--- config.mk ---
export PLATFORM = sky130hd
export DESIGN_NAME = best_master_port_role_machine
export DESIGN_NICKNAME = d
export VERILOG_FILES = /design/src/bmpr_pkg.sv /design/src/best_master_port_role_machine.sv
export SDC_FILE = /design/constraint.sdc
export NUM_CORES = 1
export LEC_CHECK = 0
export BUFFER_PORTS_ARGS = -buffer_cell sky130_fd_sc_hd__buf_2
export CORE_ASPECT_RATIO = 1.4
export CORE_MARGIN = 2
export CORE_UTILIZATION = 50
export DETAILED_ROUTE_END_ITERATION = 8
export GPL_TIMING_DRIVEN = 0
export PLACE_DENSITY = 0.75
export SYNTH_ARGS = -nofsm -noshare
export SYNTH_HDL_FRONTEND = slang
export SYNTH_SLANG_ARGS = --single-unit
--- constraint.sdc ---
create_clock -name clock -period 7.6 [get_ports clock]
set_clock_uncertainty 0.15 [all_clocks]
set_input_delay 0.38 -clock clock [delete_from_list [all_inputs] [get_ports clock]]
set_output_delay 0.38 -clock clock [all_outputs]
set_load 0.1 [all_outputs]
--- src/bmpr_pkg.sv ---
package bmpr_pkg;

   typedef enum logic [1:0] {
      ROLE_INIT  = 2'd0,
      ROLE_GM    = 2'd1,
      ROLE_SLAVE = 2'd2
   } role_type;

   localparam logic [1:0] EV_ENABLE   = 2'd0;
   localparam logic [1:0] EV_ANNOUNCE = 2'd1;
   localparam logic [1:0] EV_TICK     = 2'd2;

   localparam logic [2:0] CSR_PRIORITY1    = 3'd0;
   localparam logic [2:0] CSR_CLOCK_CLASS  = 3'd1;
   localparam logic [2:0] CSR_ACCURACY     = 3'd2;
   localparam logic [2:0] CSR_LOG_VARIANCE = 3'd3;
   localparam logic [2:0] CSR_PRIORITY2    = 3'd4;
   localparam logic [2:0] CSR_IDENTITY     = 3'd5;
   localparam logic [2:0] CSR_INTERVAL     = 3'd6;
   localparam logic [2:0] CSR_TIMEOUT      = 3'd7;

   localparam logic [15:0] OWN_STEPS_REMOVED = 16'd0;
   localparam logic [7:0]  OWN_CLOCK_SOURCE  = 8'd160;

   // field order is compare order: the packed word compares lexicographically
   typedef struct packed {
      logic [7:0]  priority1;
      logic [7:0]  clock_class;
      logic [7:0]  clock_accuracy;
      logic [15:0] log_variance;
      logic [7:0]  priority2;
      logic [15:0] steps_removed;
      logic [7:0]  clock_source;
      logic [63:0] identity;
   } prio_vec_type;

endpackage

--- src/best_master_port_role_machine.sv ---
// channel | direction | handshake            | payload
// req     | in        | req_valid/req_stall  | event_kind, rx_* announce vector
// rsp     | out       | rsp_valid/rsp_stall  | port_role, send_announce, sequence,
//         |           |                      | better_found, gm_* kept vector
// csr     | in        | csr_we               | csr_index, csr_wdata
// One word per cycle while req_stall is low; each result appears in the cycle after its request word is
// taken, held in the single result register behind the role, counter and vector compare logic.
// Reset is synchronous: role init, counters zero, kept vector zero, registers defaulted.
// req_stall is high only while a result is held and rsp_stall is high.
module best_master_port_role_machine (
   input  logic        clock,
   input  logic        reset,
   input  logic        req_valid,
   output logic        req_stall,
   input  logic [1:0]  req_event_kind,
   input  logic [7:0]  req_rx_priority1,
   input  logic [7:0]  req_rx_clock_class,
   input  logic [7:0]  req_rx_clock_accuracy,
   input  logic [15:0] req_rx_log_variance,
   input  logic [7:0]  req_rx_priority2,
   input  logic [15:0] req_rx_steps_removed,
   input  logic [7:0]  req_rx_clock_source,
   input  logic [63:0] req_rx_identity,
   output logic        rsp_valid,
   input  logic        rsp_stall,
   output logic [1:0]  rsp_port_role,
   output logic        rsp_send_announce,
   output logic [15:0] rsp_announce_sequence,
   output logic        rsp_better_found,
   output logic [7:0]  rsp_gm_priority1,
   output logic [7:0]  rsp_gm_clock_class,
   output logic [7:0]  rsp_gm_clock_accuracy,
   output logic [15:0] rsp_gm_log_variance,
   output logic [7:0]  rsp_gm_priority2,
   output logic [15:0] rsp_gm_steps_removed,
   output logic [7:0]  rsp_gm_clock_source,
   output logic [63:0] rsp_gm_identity,
   input  logic        csr_we,
   input  logic [2:0]  csr_index,
   input  logic [63:0] csr_wdata
);

   logic [7:0]  own_priority1_ff;
   logic [7:0]  own_clock_class_ff;
   logic [7:0]  own_clock_accuracy_ff;
   logic [15:0] own_log_variance_ff;
   logic [7:0]  own_priority2_ff;
   logic [63:0] own_identity_ff;
   logic [15:0] interval_ff;
   logic [15:0] timeout_ff;

   bmpr_pkg::role_type     role_ff, role_in;
   logic [15:0]            tick_ff, tick_in;
   logic [15:0]            seq_ff, seq_in;
   bmpr_pkg::prio_vec_type gm_ff, gm_in;

   logic        rsp_valid_ff, rsp_valid_in;
   logic        send_ff, send_in;
   logic [15:0] seq_out_ff, seq_out_in;
   logic        better_ff, better_in;

   logic                   req_accept;
   bmpr_pkg::prio_vec_type rx_vec, loc_vec;
   logic                   rx_better;
   logic [15:0]            limit, limit_eff;
   logic [16:0]            tick_next;
   logic                   tick_hit;
   logic                   ev_enable, ev_announce, ev_tick;

   assign req_stall  = rsp_valid_ff & rsp_stall;
   assign req_accept = req_valid & ~req_stall;

   assign ev_enable   = req_accept & (req_event_kind == bmpr_pkg::EV_ENABLE);
   assign ev_announce = req_accept & (req_event_kind == bmpr_pkg::EV_ANNOUNCE);
   assign ev_tick     = req_accept & (req_event_kind == bmpr_pkg::EV_TICK);

   assign rx_vec = '{priority1: req_rx_priority1, clock_class: req_rx_clock_class,
                     clock_accuracy: req_rx_clock_accuracy,
                     log_variance: req_rx_log_variance, priority2: req_rx_priority2,
                     steps_removed: req_rx_steps_removed,
                     clock_source: req_rx_clock_source, identity: req_rx_identity};
   assign loc_vec = '{priority1: own_priority1_ff, clock_class: own_clock_class_ff,
                      clock_accuracy: own_clock_accuracy_ff,
                      log_variance: own_log_variance_ff, priority2: own_priority2_ff,
                      steps_removed: bmpr_pkg::OWN_STEPS_REMOVED,
                      clock_source: bmpr_pkg::OWN_CLOCK_SOURCE,
                      identity: own_identity_ff};

   assign rx_better = rx_vec < loc_vec;

   // zero limit acts as one
   assign limit     = (role_ff == bmpr_pkg::ROLE_GM) ? interval_ff : timeout_ff;
   assign limit_eff = (limit == 16'd0) ? 16'd1 : limit;
   assign tick_next = {1'b0, tick_ff} + 17'd1;
   assign tick_hit  = tick_next >= {1'b0, limit_eff};

   // next role
   always_comb begin
      role_in = role_ff;
      unique case (role_ff)
         bmpr_pkg::ROLE_INIT: begin
            if (ev_enable) role_in = bmpr_pkg::ROLE_GM;
         end
         bmpr_pkg::ROLE_GM: begin
            if (ev_announce && rx_better) role_in = bmpr_pkg::ROLE_SLAVE;
         end
         bmpr_pkg::ROLE_SLAVE: begin
            if (ev_tick && tick_hit) role_in = bmpr_pkg::ROLE_GM;
         end
         default: role_in = role_ff;
      endcase
   end

   // counters, kept vector and result word
   always_comb begin
      tick_in    = tick_ff;
      seq_in     = seq_ff;
      gm_in      = gm_ff;
      send_in    = 1'b0;
      seq_out_in = 16'd0;
      better_in  = 1'b0;
      unique case (role_ff)
         bmpr_pkg::ROLE_INIT: begin
            if (ev_enable) begin
               tick_in = 16'd0;
               gm_in   = loc_vec;
            end
         end
         bmpr_pkg::ROLE_GM, bmpr_pkg::ROLE_SLAVE: begin
            if (ev_announce) begin
               better_in = rx_better;
               gm_in     = rx_better ? rx_vec : loc_vec;
               if (rx_better) tick_in = 16'd0;
            end else if (ev_tick) begin
               if (tick_hit) begin
                  tick_in = 16'd0;
                  if (role_ff == bmpr_pkg::ROLE_GM) begin
                     send_in    = 1'b1;
                     seq_out_in = seq_ff;
                     seq_in     = seq_ff + 16'd1;
                  end
               end else begin
                  tick_in = tick_next[15:0];
               end
            end
         end
         default: tick_in = tick_ff;
      endcase
   end

   assign rsp_valid_in = req_accept | (rsp_valid_ff & rsp_stall);

   always_ff @(posedge clock) begin
      if (reset) begin
         own_priority1_ff      <= 8'd246;
         own_clock_class_ff    <= 8'd248;
         own_clock_accuracy_ff <= 8'd254;
         own_log_variance_ff   <= 16'd16640;
         own_priority2_ff      <= 8'd248;
         own_identity_ff       <= 64'd0;
         interval_ff           <= 16'd1000;
         timeout_ff            <= 16'd3000;
      end else if (csr_we) begin
         unique case (csr_index)
            bmpr_pkg::CSR_PRIORITY1:    own_priority1_ff      <= csr_wdata[7:0];
            bmpr_pkg::CSR_CLOCK_CLASS:  own_clock_class_ff    <= csr_wdata[7:0];
            bmpr_pkg::CSR_ACCURACY:     own_clock_accuracy_ff <= csr_wdata[7:0];
            bmpr_pkg::CSR_LOG_VARIANCE: own_log_variance_ff   <= csr_wdata[15:0];
            bmpr_pkg::CSR_PRIORITY2:    own_priority2_ff      <= csr_wdata[7:0];
            bmpr_pkg::CSR_IDENTITY:     own_identity_ff       <= csr_wdata;
            bmpr_pkg::CSR_INTERVAL:     interval_ff           <= csr_wdata[15:0];
            bmpr_pkg::CSR_TIMEOUT:      timeout_ff            <= csr_wdata[15:0];
            default:                    interval_ff           <= interval_ff;
         endcase
      end
   end

   always_ff @(posedge clock) begin
      if (reset) begin
         role_ff      <= bmpr_pkg::ROLE_INIT;
         tick_ff      <= 16'd0;
         seq_ff       <= 16'd0;
         gm_ff        <= '0;
         rsp_valid_ff <= 1'b0;
      end else begin
         role_ff      <= role_in;
         tick_ff      <= tick_in;
         seq_ff       <= seq_in;
         gm_ff        <= gm_in;
         rsp_valid_ff <= rsp_valid_in;
      end
   end

   always_ff @(posedge clock) begin
      if (req_accept) begin
         send_ff    <= send_in;
         seq_out_ff <= seq_out_in;
         better_ff  <= better_in;
      end
   end

   // role and kept vector only move on an accepted word, so they track the held result
   assign rsp_valid             = rsp_valid_ff;
   assign rsp_port_role         = role_ff;
   assign rsp_send_announce     = send_ff;
   assign rsp_announce_sequence = seq_out_ff;
   assign rsp_better_found      = better_ff;
   assign rsp_gm_priority1      = gm_ff.priority1;
   assign rsp_gm_clock_class    = gm_ff.clock_class;
   assign rsp_gm_clock_accuracy = gm_ff.clock_accuracy;
   assign rsp_gm_log_variance   = gm_ff.log_variance;
   assign rsp_gm_priority2      = gm_ff.priority2;
   assign rsp_gm_steps_removed  = gm_ff.steps_removed;
   assign rsp_gm_clock_source   = gm_ff.clock_source;
   assign rsp_gm_identity       = gm_ff.identity;

endmodule

# Word level (Yosys, flattened, before mapping)

Index checks and enable logic that the tools add are counted.

Flip-flop bits (word level): 333
Bits in latches: 0
Memory bits (writable): 0
Bits in read-only memories: 0
Input port bits: 210
Output and inout bits: 158
Word-level logic and storage cells: 97
Memories: 0

Add/sub/neg operators: 2
$mul: 0
Div/mod/pow operators: 0
Order comparisons: 2
Eq/ne operators: 17
Shift-type cells: 0
Muxes and demuxes: 17
Bitwise operators: 12
Reductions and logical operators: 24

Operator list:

| kind                                           | count |
|---|---|
| two-way mux 136 bit                            | 3 |
| one-hot mux 136 bit (2 select lines)           | 1 |
| less-than comparator 136 bit                   | 1 |
| two-way mux 16 bit                             | 7 |
| one-hot mux 16 bit (2 select lines)            | 1 |
| AND reduction 2 bit                            | 9 |
| adder 16 x 1 -> 17 bit (second input constant) | 1 |
| >= comparator 17 x 16 -> 1 bit                 | 1 |
| adder 16 x 1 -> 16 bit (second input constant) | 1 |
| logical NOT 16 bit                             | 1 |
| == test 3 bit (second input constant)          | 4 |
| AND reduction 4 bit                            | 2 |
| == test 3 x 2 -> 1 bit (second input constant) | 2 |
| two-way mux 2 bit                              | 3 |
| inequality test 2 bit (second input constant)  | 3 |
| inequality test 3 bit (second input constant)  | 2 |
| inverter 1 bit                                 | 6 |
| one-hot mux 2 bit (3 select lines)             | 1 |
| bitwise AND 1 bit                              | 5 |
| AND reduction 5 bit                            | 1 |
| OR reduction 5 bit                             | 1 |
| == test 2 x 1 -> 1 bit (second input constant) | 2 |
| == test 2 bit (second input constant)          | 2 |
| logical NOT 2 bit                              | 2 |
| 11 further kinds                               | 12 |

# Longest topological paths before layout

Gate-level depths: netlist of the first run.

Depth after elaboration: 9
Mapped depth: 20
Depth with buffers taken out: 17

# Worst setup path before layout of the first run

Ideal clock, no wire load.

Path type: reg-to-reg
Start point: register role_ff[0] (netlist: rsp_port_role[0])
End point: register seq_ff[12]
Setup time: 0.132 ns
Arrival time: 4.958 ns
Required time: 7.318 ns
Path slack: 2.359 ns
Stages on the path, launching flop included: 19
Buffers on the path: 2
Clock period less this slack: 5.241 ns
Cell sequence: dfxtp_1 ha_1 clkbuf_1 buf_1 mux2i_1 nand4_1 or4_1 nand2_1 ha_1 nand2b_1 a21o_1 a21o_1 a21o_1 a21oi_1 o211a_1 o21ba_2 nor4_1 a31o_2 a21oi_1

Cells in the longest elaborated chain, start to end: 6
Elaborated cells between the ends (all ways): 8
Classes of those cells: order compare (1); eq/ne (2); mux (2); reduce/logical (3)

RTL lines:

| element                                  | RTL line                                                                                                        | RTL |
|---|---|---|
| from (decl)                              | best_master_port_role_machine.sv:52                                                                             | `bmpr_pkg::role_type role_ff, role_in;` |
| from (signal assigned)                   | best_master_port_role_machine.sv:180                                                                            | `role_ff <= bmpr_pkg::ROLE_INIT;` |
| from (signal assigned)                   | best_master_port_role_machine.sv:186                                                                            | `role_ff <= role_in;` |
| == test 2 x 1 -> 1 bit                   | best_master_port_role_machine.sv:92, best_master_port_role_machine.sv:122, best_master_port_role_machine.sv:137 |  |
| two-way mux 16 bit                       | best_master_port_role_machine.sv:92                                                                             | `assign limit = (role_ff == bmpr_pkg::ROLE_GM) ? interval_ff : timeout_ff;` |
| logical NOT 16 bit                       | best_master_port_role_machine.sv:93                                                                             | `assign limit_eff = (limit == 16'd0) ? 16'd1 : limit;` |
| two-way mux 16 bit                       | best_master_port_role_machine.sv:93                                                                             |  |
| >= comparator 17 x 16 -> 1 bit           | best_master_port_role_machine.sv:95                                                                             | `assign tick_hit = tick_next >= {1'b0, limit_eff};` |
| AND reduction 5 bit (no source line) (*) | --                                                                                                              |  |
| to (signal assigned)                     | best_master_port_role_machine.sv:188                                                                            | `seq_ff <= seq_in;` |
| to (decl)                                | best_master_port_role_machine.sv:54                                                                             | `logic [15:0] seq_ff, seq_in;` |

Mark *: on every way between the ends. The rest lies on a longest branch, timed or not.
A chain may end at the register's enable or synchronous reset.

# Worst setup path after layout of the first run

Start point: register role_ff[1] (netlist: rsp_port_role[1])
End point: register seq_ff[6]

Same word-level chain as after synthesis.

==> results.yml, run 1 <==
run_status:
  status: "completed"
yosys:
  seq_area_frac_synth_pct: 41.5
  synth_ff_type: "dfxtp_1"
  syn_area_per_cell_um2: 7.93
  synth_cell_type_count: 53
  synth_area_um2: 16500
  syn-instance-count: 2081
  synth_edf_count: 18
  synthTopCellsByArea: "dfxtp_1, nand2_1, ha_1"
  syn_nets: 2424
  ys_ff_latch: 333
  async_flop_share_pct: 0
  synth_area_leader_cell: "dfxtp_1"
  synth_top_area_share_pct: 38.2
  yosys_warnings: 0
placed_design:
  gp_congestion: 0.948
  port-buffer-count: 358
  post-dp-hpwl_um: 41800
job:
  maxCapViolCount: 0
clock_network:
  clock_sinks: 333
  cts_buffers: 35
  h-tree-depth: 2
  ctsResizeCount: 0
  clk_latency_ns: 0.54
  clock-root-buffer: "clkbuf_16"
  cts_buffer_depth: 3
  clkSlewWorstSetupHoldPaths_ns: 0.06
  tritoncts: "done"
timing:
  fmax_mhz: 180
  post-route-period-util_pct: 73.3
  tns_ns: 0
  hold_viol_final: 0
  setup_violations: 0
  relSlewSlack_pct: 9.12
  period_needed_ns: 5.57
  drv_slew: 0
  tightestPinTransition_ns: 1.36
  rsz0062_at_grt: "no"
power:
  p_sw_share_pct: 32.3
  p_per_area_nw_per_um2: 208
  p_leak_nw: 9.25
  internal_power_mw: 3.07
  power.switching_mw: 1.47
  power.share.clock_pct: 37.8
  total_power_mw: 4.53
  p_comb_share_pct: 21.0
  seqPwrFrac_pct: 41.2
  ir_worst_vdd_uv: 216
final_layout:
  fill_cells: 2675
  area_growth_pct: 32.2
  nNetsFinal: 3002
  drive_above_1_share_pct: 16.8
floorplanning:
  ios: 368
  die_h_um: 219
  die_area_um2: 34500
  die_w_um: 158
  core_um2: 32500
  initial_utilization_pct: 50.8
  fp-row-count: 78
route:
  antenna_left: 0
  vias: 17700
  dr.pass1.iters: 6
  post_drt_via_cell_ratio: 5.65
  routedWlPerCell_um: 18.7
  drt_iter0_markers: 1403
  drc_errors: 0
  totalWireLength_um: 58600
global_route:
  grt.total_usage_pct: 33.1
  grt_max_degree: 26
  grt_pass1_vias: 17500
  grt_pass1_wl_um: 89500
  grt.overflow.total: 0
  antenna_found_initial: 4
worst_setup_path:
  slowest_delay_ns: 0.86
  cp.required_ns: 7.83
  start_kind: "flip-flop"
  startpoint: "rsp_port_role[1]$_SDFFE_PP0P_"
  rrSetupSlack_ns: 2.03
  arrival_ns: 5.80
  reg2reg_from: "rsp_port_role[1]$_SDFFE_PP0P_"
  crit_path_end: "seq_ff[6]$_SDFFE_PP0P_"
  crit_chain: "inv_1, ha_1, clkbuf_1, buf_1, mux2i_1, nand4_1, or4_1, nand2_1, ha_1, nand2b_1, a21o_1, a21o_1, a21o_1, a21oi_1, o211a_1, o21ba_2, nor4_1, a21bo_2, a21oi_1"
  regToRegEndpoint: "seq_ff[6]$_SDFFE_PP0P_"
  cp-end-kind: "flip-flop"
  crit_fanout: 10
  cpMostUsedCell: "a21o_1"
  slowest_stage: "nor4_1"
  r2r_cells: 19
  path_class: "flip-flop to flip-flop"
min_path:
  holdPathStages: 3
  min_path_type: "primary input to flip-flop"
==> routing by layer <==
metal | up-vias | global-route usage, % | routed length, um
li1 | 8345 | - | -
met1 | 8273 | 36.4 | 21600
met2 | 821 | 58.7 | 29000
met3 | 256 | 6.06 | 4040
met4 | 2 | 20.0 | 3990
met5 | - | 0 | 13
==> final cells by class <==
cell class | count | area (um^2) | share of cell area, %
inverters | 123 | 462 | 2.11
multi-input cells | 1494 | 8610 | 39.4
repair buffers | 541 | 3620 | 16.6
well taps | 440 | 551 | 2.52
clock buffers | 52 | 1030 | 4.72
plain buffers | 131 | 596 | 2.73
flip-flops and latches | 333 | 6850 | 31.4
clock inverters | 11 | 97.6 | 0.447
diodes | 8 | 20.0 | 0.0917
==> logic make-up after synthesis <==
logic type               synth area share [%]
AO/OA/AOI/OAI                            18.8
multiplexers                             2.00
flip-flops                               41.5
buffers and inverters                    6.40
XOR/XNOR                                 1.01
AND/OR/NAND/NOR                          20.3
adder cells (fa/ha/maj)                  10.1
==> through the flow <==
step | hold WS [ns] | setup WS, ns | util (%) | cell area, um^2 | instances
detailed placement | 0.292 | 2.07 | 58.0 | 18900 | 2879
global route | 0.00521 | 1.69 | 67.1 | 21800 | 3128
CTS | 0.00300 | 2.10 | 67.1 | 21800 | 3125
finish | 0.0162 | 2.03 | 67.2 | 21800 | 3133
floorplan | 0.286 | 2.36 | - | 16500 | 2081
global placement | 0.287 | 2.15 | 58.0 | 18900 | 2879
==> power by group through the flow <==
stage	registers [mW]	clock network [mW]	logic, mW
global placement	1.90	0	0.847
CTS	1.86	1.73	0.938
floorplan	2.25	0	0.272
finish	1.87	1.72	0.950
global route	1.87	1.80	1.01
detailed placement	1.90	0	0.861
==> Yosys cell counts (all sizes together) (4+ instances only) <==
cell / number
mux2i: 33
a21o: 40
o31ai: 4
inv: 123
o21ai: 131
nand4: 33
nand2: 535
a31oi: 116
xnor2: 13
edfxtp: 18
clkbuf: 104
and3: 7
nand2b: 7
nand3b: 5
o21a: 4
o211ai: 28
a21oi: 179
and4: 4
or4: 9
nor3: 15
o41ai: 4
and2: 18
nor2b: 19
nor4: 9
nand3: 56
xor2: 6
ha: 133
nor2: 52
dfxtp: 315
buf: 27
==> critical path: cells and delay by family (launching register included) <==
kind,cells,cell delay (ns)
AND/OR/NAND/NOR,5,1.61
buffers and inverters,3,1.36
AO/OA/AOI/OAI,8,1.24
multiplexers,1,0.43
flip-flops,1,0.33
adder cells (fa/ha/maj),2,0.27
==> placed cells by master (no fill, tap or decap), types with 4 or more instances in the layout <==
master,count
clkbuf_16,35
o21ai_0,130
xnor2_1,13
a31oi_1,116
nor2_1,52
clkbuf_8,9
inv_1,123
o211ai_1,28
ha_1,133
nand3b_1,5
nand4_1,33
nand3_1,56
diode_2,8
a21oi_1,178
and4_1,4
and3_1,7
dfxtp_1,315
o21a_1,4
nor4_1,9
o31ai_1,4
and2_1,18
buf_1,4
buf_2,365
buf_6,7
mux2i_1,33
a21o_1,39
dlygate4sd3_1,183
nand2_1,535
xor2_1,6
clkbuf_1,105
or4_1,9
nor2b_1,19
clkbuf_2,7
o41ai_1,4
buf_4,9
nand2b_1,7
nor3_1,15
edfxtp_1,18
==> worst min path at each step <==
stage,from,to,slack (ns)
after global routing,req_rx_clock_accuracy[3],rsp_gm_clock_accuracy[3]$_SDFFE_PP0P_,0.005
after detailed placement,rsp_gm_clock_source[2]$_SDFFE_PP0P_,rsp_gm_clock_source[2]$_SDFFE_PP0P_,0.29
after global placement,rsp_gm_clock_source[3]$_SDFFE_PP0P_,rsp_gm_clock_source[3]$_SDFFE_PP0P_,0.29
final,req_rx_clock_accuracy[3],rsp_gm_clock_accuracy[3]$_SDFFE_PP0P_,0.02
after CTS,csr_wdata[10],interval_ff[10]$_SDFFE_PP0P_,0.003
after floorplan,timeout_ff[0]$_SDFFE_PP0P_,timeout_ff[0]$_SDFFE_PP0P_,0.29
==> what timing repair did <==
action | CTS | global route
hold buffers | 183 | 0
setup buffers | 0 | 0
endpoints found under the hold margin | 186 | 0
No activity file was read; power rests on OpenSTA's default activity.
==> run 2: changes to the inputs <==
Settings changed: ABC_AREA set to 1, PLACE_DENSITY 0.75 to 0.77.
Clock period 7.6 ns to 5.05 ns, I/O delays scaled along.
==> run 2 against run 1 <==
  * Utilization fell by 2.4 points
  * Hold slack got worse by 0.0070 ns
  * Power rose by 110%
  * Via count rose by 8.8%
  * Flip-flop and latch count did not move
  * Largest power group is now combinational logic
==> results.yml, run 2 <==
timing:
  drv_slew: 0
  relSlewSlack_pct: 23.8
  post-route-period-util_pct: 85.2
  whs_ns: 0.00911
  setup_violations: 0
  hold_viol_final: 0
  period_needed_ns: 4.30
  fmax_mhz: 232
  tns_ns: 0
  tightestPinTransition_ns: 1.14
  rsz0062_at_grt: "no"
yosys:
  yosys-top-cells-count: "nand2_1, inv_1, dfxtp_1"
  syn_area_per_cell_um2: 7.09
  synth_ff_type: "dfxtp_1"
  seq_area_frac_synth_pct: 38.6
  async_flop_share_pct: 0
  synth_area_leader_cell: "dfxtp_1"
  synth_area_um2: 17700
  syn_nets: 2846
  synthTopCellsByArea: "dfxtp_1, nand2_1, ha_1"
  synth_edf_count: 18
  syn-instance-count: 2503
  synth_most_common_cell: "nand2_1"
  synth_top_area_share_pct: 35.5
  ys_ff_latch: 333
  synth_cell_type_count: 35
  yosys_warnings: 0
global_route:
  grt_pass1_vias: 18700
  grt.overflow.total: 0
  grt_pass1_wl_um: 95400
  grt_max_degree: 21
  grt.total_usage_pct: 32.5
  antenna_found_initial: 4
route:
  totalWireLength_um: 62400
  post_drt_via_cell_ratio: 5.46
  drc_errors: 0
  drt_iter0_markers: 1460
  dr.pass1.iters: 6
  routedWlPerCell_um: 17.7
  antenna_left: 0
  vias: 19200
placed_design:
  port-buffer-count: 367
  gp_congestion: 0.978
  post-dp-hpwl_um: 46600
  place_area_um2: 20200
clock_network:
  ctsResizeCount: 0
  clkSlewWorstSetupHoldPaths_ns: 0.06
  cts_buffer_depth: 3
  cts_setup_buffers: 0
  ctsHoldBuffers: 130
  clock_sinks: 333
  h-tree-depth: 2
  clk_latency_ns: 0.54
  clock-root-buffer: "clkbuf_16"
  tritoncts: "done"
  cts_buffers: 35
power:
  ir_worst_vdd_uv: 311
  p_leak_nw: 10.7
  p_per_area_nw_per_um2: 413
worst_setup_path:
  cp.required_ns: 5.18
  r2r_cells: 21
  start_kind: "flip-flop"
  arrival_ns: 4.43
  cp-end-kind: "flip-flop"
  path_class: "flip-flop to flip-flop"
  crit_fanout: 10
floorplanning:
  core_um2: 35000
  fp-row-count: 81
  ios: 368
  die_h_um: 227
  die_w_um: 163
  initial_utilization_pct: 50.7
  die_area_um2: 37000
final_layout:
  area_growth_pct: 27.7
  fin_area_um2: 22700
  drive_above_1_share_pct: 15.6
  final_common_cell: "nand2_1"
  nNetsFinal: 3380
  final_cell_mix: "nand2_1, buf_2, inv_1, dfxtp_1, a21oi_1"
min_path:
  holdPathStages: 5
  min_path_type: "primary input to flip-flop"
job:
  maxCapViolCount: 0
run_status:
  status: "completed"
run 2: changes by cell type after synthesis, sizes merged, moves of 91 or more:
cell,previous run,this run
nand4,33,124
a21oi,179,311
a31oi,116,0
nor2,52,159
inv,123,345
nand3,56,210
run 2: final timing paths:
kind	slack [ns]	from	to
max reg2reg	0.75	rsp_port_role[1]$_SDFFE_PP0P_	rsp_announce_sequence[11]$_SDFFCE_PP0P_
min reg2reg	0.30	timeout_ff[14]$_SDFFE_PP0P_	timeout_ff[14]$_SDFFE_PP0P_
max	0.75	rsp_port_role[1]$_SDFFE_PP0P_	rsp_announce_sequence[11]$_SDFFCE_PP0P_
min	0.009	req_rx_identity[30]	rsp_gm_identity[30]$_SDFFE_PP0P_
run 2: logic make-up after synthesis:
| logic type | count (synthesis) | share of synthesized area (%) |
|---|---|---|
| buf+inv | 499 | 11.0 |
| simple gates | 1030 | 25.5 |
| compound gates | 483 | 14.2 |
| fa+ha+maj | 133 | 9.38 |
| mux | 9 | 0.508 |
| xor+xnor | 16 | 0.790 |
| flops | 333 | 38.6 |
run 2: area by class of cell:
type	instances	area, um^2
plain buffers	151	644
clock inverters	15	196
multi-input cells	1671	8950
well taps	456	571
fillers	3067	12300
clock buffers	48	996
flip-flops and latches	333	6850
inverters	348	1310
diodes	3	7.51
repair buffers	497	3140
run 2: stage by stage:
stage	util, %	worst slack [ns]	power (mW)	std cells
global placement	57.6	0.862	6.50	3326
finish	64.8	0.749	9.36	3522
floorplan	-	1.04	5.72	2503
global route	64.8	0.454	9.75	3521
detailed placement	57.6	0.783	6.56	3326
CTS	64.8	0.785	9.32	3519
run 2: report_power, final:
| part | internal (mW) | total [mW] | switching [mW] |
|---|---|---|---|
| combinational | 0.860 | 3.60 | 2.74 |
| sequential | 2.90 | 3.04 | 0.145 |
| clock | 1.60 | 2.71 | 1.12 |
run 2: routing by layer:
metal  track usage (%)  routed length [um]  vias to the layer above
met5                 0                  27                        -
met4              20.8                4340                        4
met3              6.11                5140                      301
met2              56.3               29700                      903
met1              36.5               23200                     8717
li1                  -                   -                     9322
run 2: critical path, cell delays in order, from the launching register on:
cell and delay (ns):
dfxtp_1 0.34, inv_1 0.11, ha_1 0.15, clkbuf_1 0.32, buf_2 0.37, mux2i_1 0.41
nand4_1 0.13, nor4_1 0.27, a41o_1 0.22, ha_1 0.15, inv_1 0.04, nand4_1 0.08
nand3_1 0.08, nand2_1 0.06, nand2_1 0.07, nand2_1 0.06, nand3_1 0.11, nand3_1 0.13
inv_1 0.06, nand2_1 0.27, clkbuf_1 0.39, nor2_1 0.09
